[src/design/cse_pkg.sv]
`timescale 1ns / 1ps

package cse_pkg;

  // Default build parameters
  localparam int unsigned DefMaxTerms = 16;
  localparam int unsigned DefFracBits = 24;

  // Fixed field widths
  localparam int unsigned ValW   = 32;
  localparam int unsigned IdxW   = 4;
  localparam int unsigned TermsW = 5;

  // APB register map
  localparam int unsigned PaddrW  = 4;
  localparam int unsigned PdataW  = 32;
  localparam logic [1:0]  RegLow   = 2'd0;
  localparam logic [1:0]  RegHigh  = 2'd1;
  localparam logic [1:0]  RegTerms = 2'd2;

  // Reset values of the registers
  localparam logic signed [ValW-1:0] ResetLow   = 32'sd0;
  localparam logic signed [ValW-1:0] ResetHigh  = 32'sd16777216;
  localparam logic [TermsW-1:0]      ResetTerms = 5'd16;

  // Operation codes of an input item
  typedef enum logic {
    OpLoad = 1'b0,
    OpEval = 1'b1
  } op_e;

endpackage

[src/design/cse_in_if.sv]
`timescale 1ns / 1ps

interface cse_in_if;
  import cse_pkg::*;

  logic                   valid;
  logic                   ready;
  logic                   operation;
  logic [IdxW-1:0]        coef_index;
  logic signed [ValW-1:0] coef_value;
  logic signed [ValW-1:0] x_value;

  modport source (output valid, operation, coef_index, coef_value, x_value, input ready);
  modport sink (input valid, operation, coef_index, coef_value, x_value, output ready);
endinterface

[src/design/cse_out_if.sv]
`timescale 1ns / 1ps

interface cse_out_if;
  import cse_pkg::*;

  logic                   valid;
  logic                   ready;
  logic signed [ValW-1:0] series_value;
  logic                   range_error;
  logic                   saturated;

  modport source (output valid, series_value, range_error, saturated, input ready);
  modport sink (input valid, series_value, range_error, saturated, output ready);
endinterface

[src/design/chebyshev_series_eval_top.sv]
// Load item: accepted while idle, gives no result.
// Evaluate item: a restoring divide and a sign fix, then per used term a multiply on the
// one shared multiplier and an add with saturation, then the output stage; an out-of-range
// x goes straight to the output stage.
// One item is worked on at a time; the coefficient store is one memory read per term.
// Reset (rst_ni low, asynchronous) clears control and the APB registers; the store is not cleared.
`timescale 1ns / 1ps

module chebyshev_series_eval_top #(
  parameter int unsigned MAX_TERMS = cse_pkg::DefMaxTerms,
  parameter int unsigned FRAC_BITS = cse_pkg::DefFracBits
) (
  input  logic                          clk_i,
  input  logic                          rst_ni,
  cse_in_if.sink                        in_i,
  cse_out_if.source                     out_o,
  input  logic                          psel,
  input  logic                          penable,
  input  logic                          pwrite,
  input  logic [cse_pkg::PaddrW-1:0]    paddr,
  input  logic [cse_pkg::PdataW-1:0]    pwdata,
  output logic [cse_pkg::PdataW-1:0]    prdata,
  output logic                          pready
);
  import cse_pkg::*;

  localparam int unsigned IW   = (MAX_TERMS > 1) ? $clog2(MAX_TERMS) : 1;
  localparam int unsigned QW   = FRAC_BITS + 1;
  localparam int unsigned YW   = FRAC_BITS + 2;
  localparam int unsigned PW   = YW + ValW;
  localparam int unsigned DCW  = $clog2(FRAC_BITS + 1);
  localparam int unsigned SW   = 36;
  localparam logic [IW-1:0]  LastIdx = IW'(MAX_TERMS - 1);
  localparam logic [DCW-1:0] DivLast = DCW'(FRAC_BITS);
  localparam logic signed [PW:0]  RndK = (PW + 1)'(1) <<< (FRAC_BITS - 1);
  localparam logic signed [SW-1:0] SatMax = SW'(32'sh7fff_ffff);
  localparam logic signed [SW-1:0] SatMin = -SW'(64'sh8000_0000);

  localparam logic [2:0] ST_IDLE = 3'd0;
  localparam logic [2:0] ST_DIV  = 3'd1;
  localparam logic [2:0] ST_SGN  = 3'd2;
  localparam logic [2:0] ST_MUL  = 3'd3;
  localparam logic [2:0] ST_ACC  = 3'd4;
  localparam logic [2:0] ST_OUT  = 3'd5;

  logic [2:0] state_q, state_d;

  // Configuration registers
  logic signed [ValW-1:0] low_q, high_q;
  logic [TermsW-1:0]      terms_q;
  logic                   cfg_wr;

  assign pready = 1'b1;
  assign cfg_wr = psel && penable && pwrite;

  always_ff @(posedge clk_i or negedge rst_ni) begin
    if (!rst_ni) begin
      low_q   <= ResetLow;
      high_q  <= ResetHigh;
      terms_q <= ResetTerms;
    end else if (cfg_wr) begin
      unique case (paddr[3:2])
        RegLow:   low_q   <= $signed(pwdata);
        RegHigh:  high_q  <= $signed(pwdata);
        RegTerms: terms_q <= pwdata[TermsW-1:0];
        default: ;
      endcase
    end
  end

  always_comb begin
    unique case (paddr[3:2])
      RegLow:   prdata = low_q;
      RegHigh:  prdata = high_q;
      RegTerms: prdata = {{(PdataW - TermsW){1'b0}}, terms_q};
      default:  prdata = '0;
    endcase
  end

  // Input handshake
  logic in_acc, is_load, is_eval;
  assign in_i.ready = (state_q == ST_IDLE);
  assign in_acc     = in_i.valid && in_i.ready;
  assign is_load    = in_acc && (in_i.operation == OpLoad);
  assign is_eval    = in_acc && (in_i.operation == OpEval);

  // Coefficient store, registered read
  logic signed [ValW-1:0] mem_q [MAX_TERMS];
  logic signed [ValW-1:0] coef_q;
  logic [IW-1:0]          j_q, j_d;

  always_ff @(posedge clk_i) begin
    if (is_load && (32'(in_i.coef_index) < MAX_TERMS)) begin
      mem_q[IW'(in_i.coef_index)] <= in_i.coef_value;
    end
    coef_q <= mem_q[j_q];
  end

  // Range check and interval mapping set-up
  logic                   range_err;
  logic signed [34:0]     num_w;
  logic [32:0]            den_w;
  logic [32:0]            mag_w;
  logic [IW-1:0]          top_idx;

  assign range_err = (high_q <= low_q) || (in_i.x_value < low_q) || (in_i.x_value > high_q);
  assign num_w = (35'(in_i.x_value) <<< 1) - 35'(low_q) - 35'(high_q);
  assign den_w = 33'(high_q) - 33'(low_q);
  assign mag_w = num_w[34] ? 33'(-num_w) : num_w[32:0];

  // Clamp the term count to [1, MAX_TERMS], as the highest index used
  always_comb begin
    if (terms_q == '0) begin
      top_idx = '0;
    end else if (32'(terms_q) > MAX_TERMS) begin
      top_idx = LastIdx;
    end else begin
      top_idx = IW'(terms_q - TermsW'(1));
    end
  end

  // Restoring divider: one quotient bit a cycle
  logic [32:0]    rem_q, rem_d, den_q;
  logic [QW-1:0]  quo_q, quo_d;
  logic [DCW-1:0] dcnt_q, dcnt_d;
  logic           neg_q;
  logic [33:0]    trial;
  logic           fits;

  assign trial = (dcnt_q == '0) ? {1'b0, rem_q} : {rem_q, 1'b0};
  assign fits  = (trial >= {1'b0, den_q});

  // Shared multiplier and accumulate path
  logic signed [YW-1:0]   y_q;
  logic signed [ValW-1:0] d_q, dd_q, d_d;
  logic signed [PW-1:0]   prod_q, prod_w;
  logic signed [PW:0]     dbl_w, rnd_w;
  logic signed [SW-1:0]   sum_w;
  logic signed [ValW-1:0] cadd_w;
  logic                   last_step, clip_w;

  assign prod_w    = y_q * d_q;
  assign last_step = (j_q == '0);
  assign dbl_w     = last_step ? {prod_q[PW-1], prod_q} : {prod_q, 1'b0};
  assign rnd_w     = (dbl_w + RndK) >>> FRAC_BITS;
  assign cadd_w    = last_step ? (coef_q >>> 1) : coef_q;
  assign sum_w     = $signed(rnd_w[SW-1:0]) - SW'(dd_q) + SW'(cadd_w);

  // Saturate to the 32-bit range
  always_comb begin
    clip_w = 1'b1;
    if (sum_w > SatMax) begin
      d_d = 32'sh7fff_ffff;
    end else if (sum_w < SatMin) begin
      d_d = 32'sh8000_0000;
    end else begin
      d_d    = sum_w[ValW-1:0];
      clip_w = 1'b0;
    end
  end

  // Result and output registers
  logic signed [ValW-1:0] res_q;
  logic                   err_q, clip_q;
  logic                   ov_q;
  logic signed [ValW-1:0] oval_q;
  logic                   oerr_q, osat_q;
  logic                   out_free;

  assign out_free            = !ov_q || out_o.ready;
  assign out_o.valid        = ov_q;
  assign out_o.series_value = oval_q;
  assign out_o.range_error  = oerr_q;
  assign out_o.saturated    = osat_q;

  // Sequencer next state
  always_comb begin
    state_d = state_q;
    rem_d   = rem_q;
    quo_d   = quo_q;
    dcnt_d  = dcnt_q;
    j_d     = j_q;
    unique case (state_q)
      ST_IDLE: begin
        if (is_eval) begin
          rem_d  = mag_w;
          dcnt_d = '0;
          state_d = range_err ? ST_OUT : ST_DIV;
        end
      end
      ST_DIV: begin
        rem_d  = fits ? 33'(trial - {1'b0, den_q}) : trial[32:0];
        quo_d  = {quo_q[QW-2:0], fits};
        dcnt_d = dcnt_q + DCW'(1);
        if (dcnt_q == DivLast) begin
          state_d = ST_SGN;
        end
      end
      ST_SGN: begin
        j_d     = top_idx;
        state_d = ST_MUL;
      end
      ST_MUL: state_d = ST_ACC;
      ST_ACC: begin
        if (last_step) begin
          state_d = ST_OUT;
        end else begin
          j_d     = j_q - IW'(1);
          state_d = ST_MUL;
        end
      end
      ST_OUT: begin
        if (out_free) begin
          state_d = ST_IDLE;
        end
      end
      default: state_d = ST_IDLE;
    endcase
  end

  // Control registers
  always_ff @(posedge clk_i or negedge rst_ni) begin
    if (!rst_ni) begin
      state_q <= ST_IDLE;
      dcnt_q  <= '0;
      j_q     <= '0;
      ov_q    <= 1'b0;
    end else begin
      state_q <= state_d;
      dcnt_q  <= dcnt_d;
      j_q     <= j_d;
      if (state_q == ST_OUT && out_free) begin
        ov_q <= 1'b1;
      end else if (out_o.ready) begin
        ov_q <= 1'b0;
      end
    end
  end

  // Datapath registers
  always_ff @(posedge clk_i) begin
    rem_q <= rem_d;
    quo_q <= quo_d;
    unique case (state_q)
      ST_IDLE: begin
        if (is_eval) begin
          den_q  <= den_w;
          neg_q  <= num_w[34];
          err_q  <= range_err;
          res_q  <= '0;
          clip_q <= 1'b0;
        end
      end
      ST_SGN: begin
        y_q  <= neg_q ? -$signed({1'b0, quo_q}) : $signed({1'b0, quo_q});
        d_q  <= '0;
        dd_q <= '0;
      end
      ST_MUL: prod_q <= prod_w;
      ST_ACC: begin
        clip_q <= clip_q | clip_w;
        if (last_step) begin
          res_q <= d_d;
        end else begin
          d_q  <= d_d;
          dd_q <= d_q;
        end
      end
      ST_OUT: begin
        if (out_free) begin
          oval_q <= res_q;
          oerr_q <= err_q;
          osat_q <= clip_q;
        end
      end
      default: ;
    endcase
  end

  // Checks
  ap_err_zero: assert property (@(posedge clk_i) disable iff (!rst_ni)
    ov_q && oerr_q |-> (oval_q == '0) && !osat_q)
    else $error("range error result not cleared");

  ap_rem_below_den: assert property (@(posedge clk_i) disable iff (!rst_ni)
    (state_q == ST_DIV) && (dcnt_q != '0) |-> (rem_q < den_q))
    else $error("divider remainder not below divisor");

  ap_quo_bound: assert property (@(posedge clk_i) disable iff (!rst_ni)
    (state_q == ST_SGN) |-> (quo_q <= (QW'(1) << FRAC_BITS)))
    else $error("mapped argument exceeds one");

  ap_load_no_work: assert property (@(posedge clk_i) disable iff (!rst_ni)
    is_load |=> (state_q == ST_IDLE))
    else $error("load item started an evaluation");

  ap_acc_follows_mul: assert property (@(posedge clk_i) disable iff (!rst_ni)
    (state_q == ST_MUL) |=> (state_q == ST_ACC) && (j_q == $past(j_q)))
    else $error("multiply not followed by accumulate");

endmodule

[src/flat_wrapper.sv]
// flat-port wrapper written by rule: the top's interface ports become plain ports
module chebyshev_series_eval_top_flat import cse_pkg::*;
#(
  parameter int unsigned MAX_TERMS = cse_pkg::DefMaxTerms,
  parameter int unsigned FRAC_BITS = cse_pkg::DefFracBits
)
  (clk_i, rst_ni, psel, penable, pwrite, paddr, pwdata, prdata, pready, in_i_valid, in_i_operation, in_i_coef_index, in_i_coef_value, in_i_x_value, in_i_ready, out_o_valid, out_o_series_value, out_o_range_error, out_o_saturated, out_o_ready);
  cse_in_if in_i_i ();
  cse_out_if out_o_i ();
  input  logic clk_i;
  input  logic rst_ni;
  input  logic psel;
  input  logic penable;
  input  logic pwrite;
  input  logic [cse_pkg::PaddrW-1:0] paddr;
  input  logic [cse_pkg::PdataW-1:0] pwdata;
  output logic [cse_pkg::PdataW-1:0] prdata;
  output logic pready;
  input wire logic [$bits(in_i_i.valid)-1:0] in_i_valid;
  input wire logic [$bits(in_i_i.operation)-1:0] in_i_operation;
  input wire logic [$bits(in_i_i.coef_index)-1:0] in_i_coef_index;
  input wire logic [$bits(in_i_i.coef_value)-1:0] in_i_coef_value;
  input wire logic [$bits(in_i_i.x_value)-1:0] in_i_x_value;
  output wire logic [$bits(in_i_i.ready)-1:0] in_i_ready;
  output wire logic [$bits(out_o_i.valid)-1:0] out_o_valid;
  output wire logic [$bits(out_o_i.series_value)-1:0] out_o_series_value;
  output wire logic [$bits(out_o_i.range_error)-1:0] out_o_range_error;
  output wire logic [$bits(out_o_i.saturated)-1:0] out_o_saturated;
  input wire logic [$bits(out_o_i.ready)-1:0] out_o_ready;
  assign in_i_i.valid = in_i_valid;
  assign in_i_i.operation = in_i_operation;
  assign in_i_i.coef_index = in_i_coef_index;
  assign in_i_i.coef_value = in_i_coef_value;
  assign in_i_i.x_value = in_i_x_value;
  assign in_i_ready = in_i_i.ready;
  assign out_o_valid = out_o_i.valid;
  assign out_o_series_value = out_o_i.series_value;
  assign out_o_range_error = out_o_i.range_error;
  assign out_o_saturated = out_o_i.saturated;
  assign out_o_i.ready = out_o_ready;
  chebyshev_series_eval_top #(.MAX_TERMS(MAX_TERMS), .FRAC_BITS(FRAC_BITS)) u_core (.clk_i(clk_i), .rst_ni(rst_ni), .in_i(in_i_i), .out_o(out_o_i), .psel(psel), .penable(penable), .pwrite(pwrite), .paddr(paddr), .pwdata(pwdata), .prdata(prdata), .pready(pready));
endmodule
[config.mk]
export PLATFORM = sky130hd
export DESIGN_NAME = chebyshev_series_eval_top_flat
export DESIGN_NICKNAME = d
export VERILOG_FILES = /design/src/design/cse_pkg.sv /design/src/design/cse_in_if.sv /design/src/design/cse_out_if.sv /design/src/design/chebyshev_series_eval_top.sv /design/src/flat_wrapper.sv
export SDC_FILE = /design/constraint.sdc
export NUM_CORES = 2
export LEC_CHECK = 0
export BUFFER_PORTS_ARGS = -buffer_cell sky130_fd_sc_hd__buf_2
export CAP_MARGIN = 25
export CORE_MARGIN = 2
export CORE_UTILIZATION = 50
export DETAILED_ROUTE_END_ITERATION = 8
export PLACE_DENSITY = 0.66
export SETUP_SLACK_MARGIN = 0.3
export SYNTH_ARGS = -nofsm -noshare
export SYNTH_HDL_FRONTEND = slang
export SYNTH_SLANG_ARGS = --single-unit
[constraint.sdc]
create_clock -name clk_i -period 20 [get_ports clk_i]
set_clock_uncertainty 0.1 [all_clocks]
set_input_delay 1 -clock clk_i [delete_from_list [all_inputs] [get_ports clk_i]]
set_output_delay 1 -clock clk_i [all_outputs]
set_load 0.05 [all_outputs]
### After elaboration in Yosys (flattened, before gate mapping)

Memory sizes are Yosys's and may differ from the RTL's. A register that Yosys moved wholly into a read port is not among the register bits.
Cells that the tools add are included.

| word-level totals | value |
|---|---|
| memories | 1 |
| bits in writable memories | 512 |
| bits in registers | 390 |
| logic and storage cells | 125 |

| operators by class | value |
|---|---|
| equality and inequality tests | 13 |
| bitwise operators | 2 |
| multiplexer cells | 38 |
| $mul | 1 |
| reduce and logical (&&, ||, !) cells | 29 |
| magnitude comparators | 7 |
| add/subtract/negate cells | 12 |

Memory list:

| name | words | bits a word | read ports | clocked after Yosys merged registers in | wr ports | line | text |
|---|---|---|---|---|---|---|---|
| u_core.mem_q | 16 | 32 | 1 | 1 | 1 | chebyshev_series_eval_top.sv:88 | `logic signed [ValW-1:0] mem_q [MAX_TERMS];` |

Operator list:

| kind | number |
|---|---|
| 32-bit 2-to-1 mux | 6 |
| 32-bit case mux with 2 select lines | 3 |
| 33-bit 2-to-1 mux | 3 |
| 32-bit case mux with 3 select lines | 1 |
| 33-bit case mux with 2 select lines | 1 |
| 59-bit by 25-bit adder with 59-bit output (second input constant) | 1 |
| 26-bit by 32-bit multiplier with 58-bit output | 1 |
| 58-bit 2-to-1 mux | 1 |
| 36-bit by 32-bit adder with 36-bit output | 1 |
| 36-bit by 32-bit greater-than comparator with 1-bit output (second input constant) | 1 |
| 36-bit by 32-bit less-than comparator with 1-bit output (second input constant) | 1 |
| 35-bit by 32-bit subtractor with 36-bit output | 1 |
| 34-bit by 32-bit subtractor with 35-bit output | 1 |
| 34-bit by 33-bit greater-or-equal comparator with 1-bit output | 1 |
| 34-bit 2-to-1 mux | 1 |
| 33-bit by 32-bit subtractor with 34-bit output | 1 |
| 33-bit negator | 1 |
| 32-bit by 32-bit subtractor with 33-bit output | 1 |
| 33-bit subtractor | 1 |
| 32-bit greater-than comparator | 1 |
| 32-bit <= comparator | 1 |
| 32-bit less-than comparator | 1 |
| 31-bit 2-to-1 mux | 1 |
| 25-bit negator with 26-bit output | 1 |
| other kinds (32) | 69 |

### Depth between registers and ports, before layout

| depth | value |
|---|---|
| depth in word-level cells | 10 |
| depth in mapped cells | 39 |
| gate-level depth less buffers | 31 |

### Least setup slack after synthesis

OpenSTA, ideal clock, no wires.

| timing path | value |
|---|---|
| kind | register to register |
| from | reg u_core.j_q[0] |
| to | reg u_core.clip_q, data pin |
| data arrival time | 8.047 ns |
| path slack | 11.585 ns |
| buffers on the path | 7 |
| stages on the path, launching flop included | 38 |
| clock period less this slack | 8.415 ns |
| required time | 19.632 ns |
| library setup time | 0.268 ns |
| cells stage by stage | dfrtp_1 clkbuf_1 clkbuf_1 buf_1 inv_1 ha_1 or3b_2 buf_2 buf_1 buf_1 clkbuf_1 nand2_1 nand2_1 ha_1 nand3_1 or3b_1 nor4b_1 and2_1 (+2 left out) nor2_1 nand2_1 xor2_1 o21ai_0 fa_1 ha_1 a21oi_1 o21bai_1 a21oi_1 o21ai_0 a21oi_1 o21ai_0 o21a_1 a221o_1 or2_1 or4_1 o21ai_0 a21oi_1 |

| on the way | value |
|---|---|
| word-level cells in the longest chain between the ends | 10 |
| elaborated cells on any way between the ends | 12 |

RTL lines:

| element | line | text |
|---|---|---|
| start, declared | chebyshev_series_eval_top.sv:90 | `logic [IW-1:0] j_q, j_d;` |
| start signal, assigned | chebyshev_series_eval_top.sv:231 | `j_q <= j_d;` |
| 4-bit zero test * | chebyshev_series_eval_top.sv:143 | `assign last_step = (j_q == '0);` |
| 58-bit 2-to-1 mux | chebyshev_series_eval_top.sv:144 | `assign dbl_w = last_step ? {prod_q[PW-1], prod_q} : {prod_q, 1'b0};` |
| 59-bit by 25-bit adder with 59-bit output | chebyshev_series_eval_top.sv:145 | `assign rnd_w = (dbl_w + RndK) >>> FRAC_BITS;` |
| 35-bit by 32-bit subtractor with 36-bit output | chebyshev_series_eval_top.sv:147 | `assign sum_w = $signed(rnd_w[SW-1:0]) - SW'(dd_q) + SW'(cadd_w);` |
| 36-bit by 32-bit adder with 36-bit output * | chebyshev_series_eval_top.sv:147 |  |
| 36-bit by 32-bit less-than comparator with 1-bit output | chebyshev_series_eval_top.sv:154 | `end else if (sum_w < SatMin) begin` |
| 1-bit 2-to-1 mux | chebyshev_series_eval_top.sv:154 |  |
| 1-bit 2-to-1 mux * | chebyshev_series_eval_top.sv:152 | `if (sum_w > SatMax) begin` |
| 1-bit OR * | chebyshev_series_eval_top.sv:261 | `clip_q <= clip_q \| clip_w;` |
| 1-bit case mux with 2 select lines * | chebyshev_series_eval_top.sv:244 | `unique case (state_q)` |
| end signal, assigned | chebyshev_series_eval_top.sv:261 |  |
| end, declared | chebyshev_series_eval_top.sv:164 | `logic err_q, clip_q;` |

Mark *: on every way between the ends. The rest lies on a longest branch, timed or not.
A chain may end at the register's enable or synchronous reset.

### Worst setup path after layout

| timing path | value |
|---|---|
| from | reg u_core.y_q[25] |
| to | reg u_core.prod_q[57], data pin |

| on the way | value |
|---|---|
| word-level cells in the longest chain between the ends | 1 |

RTL lines:

| element | line | text |
|---|---|---|
| start, declared | chebyshev_series_eval_top.sv:134 | `logic signed [YW-1:0] y_q;` |
| start signal, assigned | chebyshev_series_eval_top.sv:255 | `y_q <= neg_q ? -$signed({1'b0, quo_q}) : $signed({1'b0, quo_q});` |
| 26-bit by 32-bit multiplier with 58-bit output | chebyshev_series_eval_top.sv:142 | `assign prod_w = y_q * d_q;` |
| named net u_core.prod_w[57] | chebyshev_series_eval_top.sv:136 | `logic signed [PW-1:0] prod_q, prod_w;` |
| end signal, assigned | chebyshev_series_eval_top.sv:259 | `ST_MUL: prod_q <= prod_w;` |
| end, declared | chebyshev_series_eval_top.sv:136 |  |

The timed path passes the listed nets, and every way through them passes these cells.

==> run_results.csv <==
group,metric,value,unit
logic_synthesis,synthesis.instances,6658,
logic_synthesis,synth_area_per_cell,11.3,sq um
drt,remaining_drc_errors,0,
drt,ant_nets,0,
floorplan,die-area,154000,sq um
sta,hold_slack,0.133,ns
logic_synthesis,syn_nets,8085,
logic_synthesis,synth_top_area_share,0.318,
floorplan,start_util,0.504,
placement,portBuffers,177,
global_routing,grt_overflow,0,
worst_setup_path,cp_common_cell,"fa_1",
drt,vias,48946,
drt,drt_iter0_drc,3525,
floorplan,io_pins,181,
sta,fin_crit_sh,0.473,
logic_synthesis,synthTopCellsByArea,"edfxtp_1, fa_1, ha_1, inv_1, mux4_2",
clock_tree,htree_levels,3,
drt,firstDrtPassIters,6,
worst_setup_path,crit_type,"flip-flop to flip-flop",
global_routing,grt_usage,0.240,
floorplan,coreArea,150000,sq um
worst_setup_path,path_max_fanout,16,
global_routing,grt_pass1_wl,288,mm
sta,slew_headroom,0.326,
logic_synthesis,synthArstFlopShare,0.0899,
clock_tree,root_buffer,"clkbuf_16",
clock_tree,clock_path_buffers,3,
final_layout,final_util,0.546,
floorplan,die-height,392,um
worst_setup_path,crit_buf_inv,4,
drt,drt_wl_total,179,mm
sta,finalMaxSlewViolations,0,
sta,period_needed,9.45,ns
final_layout,seqCellArea,26700,sq um
sta,tns,0,ns
logic_synthesis,syn_area,75400,sq um
sta,rsz0062_at_grt,"false",
drt,avgRoutedWirePerCell,20.3,um
global_routing,grt_max_degree,70,
final_layout,final_common_cell,"inv_1",
worst_setup_path,cp.required,20.29,ns
logic_synthesis,yosysSeqAreaShare,0.353,
placement,dp_hpwl,130,mm
floorplan,die_w,392,um
clock_tree,clkLatencyLatePin,0.71,ns
clock_tree,cts_resized,0,
worst_setup_path,start_kind,"flip-flop",
logic_synthesis,synth_edf_count,798,
worst_setup_path,crit_path_max_incr_delay,0.70,ns
clock_tree,cts_hold_buf,0,
logic_synthesis,ys.flop_type,"edfxtp_1",
job,maxCapViolCount,0,
final_layout,multi_input_area,43900,sq um
final_layout,area_growth,8.44,%
clock_tree,cts_tree,"built",
sta,tightest_slew,1.01,ns
logic_synthesis,synth_seq_cells,912,
sta,timing.fmax,0.106,GHz
sta,hold_viol_final,0,
placement,dpl_worst_slack,10.56,ns
floorplan,rows,142,
placement,place_congestion,0.903,
run_status,outcome,"finished clean",
clock_tree,cts_setup_buffers,0,
clock_tree,cts.sinks,912,
logic_synthesis,yosys_warnings,0,
final_layout,finish.net_count,8166,
final_layout,layout-drive-gt1-share,0.103,
sta,setup_viol,0,
sta,setup_ws,10.55,ns
logic_synthesis,yosys.area.top_type,"edfxtp_1",
min_path,hp-class,"primary input to async pin",
global_routing,grt_antenna_before_repair,24,
global_routing,grt_pass1_vias,51303,
worst_setup_path,crit_arrival,9.74,ns
worst_setup_path,slowest_stage,"edfxtp_1",
worst_setup_path,cpLargestDelayFamily,"adder cells",
final_layout,fillers,12515,
clock_tree,numCtsBuffers,86,
drt,vias_per_cell,5.54,
worst_setup_path,endpoint_kind,"flip-flop",
final_layout,layout_common_cells,"inv_1, fa_1, nand2_1",
clock_tree,cts.clk_slew.worst_paths,0.07,ns
logic_synthesis,synth.distinct_cells,94,
## metrics by stage
stage,std cells,area [sq um]
floorplan,6658,75400
global placement,8662,78600
detailed placement,8664,78700
CTS,8825,81700
global route,8830,81800
finish,8832,81800
## worst reg2reg max path, delay by kind of cell (launching register included)
kind,cells,cell delay (ns)
DFF,1,0.70
adders and majority gates,8,3.83
buffers and inverters,4,0.97
AOI/OAI and AO/OA,6,2.39
and+or+nand+nor,6,1.06
xor gates and xnor gates,1,0.13
## synth_stat cells, types with 30 or more instances
cell and count:
clkbuf_1 257, edfxtp_1 798, inv_1 1053, nor3_1 50, mux2_2 42, o21ai_0 218, a21o_1 67, nor2b_1 31
nor2_1 228, mux2i_1 55, and2_1 387, dfrtp_1 80, xnor2_1 159, ha_1 393, xor2_1 96, nand2_1 841
a21oi_1 233, nand2b_1 31, o21a_1 30, dfxtp_1 32, a211oi_1 35, mux4_2 160, nand4_1 39, fa_1 922
nand3_1 51
## cell type report
cell class / count / share of cell area
Antenna cell: 4 / 0.000122
Clock buffer: 106 / 0.0283
Clock inverter: 55 / 0.00886
Inverter: 1056 / 0.0485
Multi-Input combinational cell: 4401 / 0.536
Sequential cell: 912 / 0.326
Tap cell: 2016 / 0.0308
Timing Repair Buffer: 282 / 0.0214
## cell families (layout without fill, tap and decap cells)
logic type | after synthesis | in the layout | synth area share
other | 1 | 5 | 0.0000497
AO/OA/AOI/OAI | 791 | 791 | 0.0658
AND/OR/NAND/NOR | 1782 | 1782 | 0.113
XOR/XNOR | 255 | 255 | 0.0296
multiplexers | 257 | 257 | 0.0613
flip-flops | 912 | 912 | 0.353
adder cells (fa/ha/maj) | 1315 | 1315 | 0.310
buffers and inverters | 1345 | 1499 | 0.0675
## state kept, by name, summed over array words and instances, names as in the netlist, 33 cells and up
| register | count |
|---|---|
| u_core.prod_q | 36 |
| u_core.mem_q | 512 |
| u_core.rem_q | 33 |
| u_core.den_q | 33 |
## path summary, 6_finish.rpt
check                               startpoint                  endpoint  slack, ns  cells past startpoint
worst max-delay path            u_core.y_q[25]         u_core.prod_q[57]      10.55                     25
worst min-delay path                    rst_ni         u_core.high_q[29]       0.13                      1
worst max register to register  u_core.y_q[25]         u_core.prod_q[57]      10.55                     25
worst min register to register    u_core.err_q  u_core.out_o.range_error       0.29                      0
max in group asynchronous               rst_ni             u_core.j_q[1]      18.33                      2
min in group clk_i                u_core.err_q  u_core.out_o.range_error       0.29                      0
## metal layers
metal,GRT usage,up-vias,share of wire
li1,-,22051,-
met1,0.336,25118,0.43
met2,0.400,1474,0.49
met3,0.0293,285,0.060
met4,0.0631,18,0.025
met5,0,-,0.00069
Power is left out: the tool's default activity adds up to more than one toggle a clock period on the data nets, which glitch-free logic cannot reach.
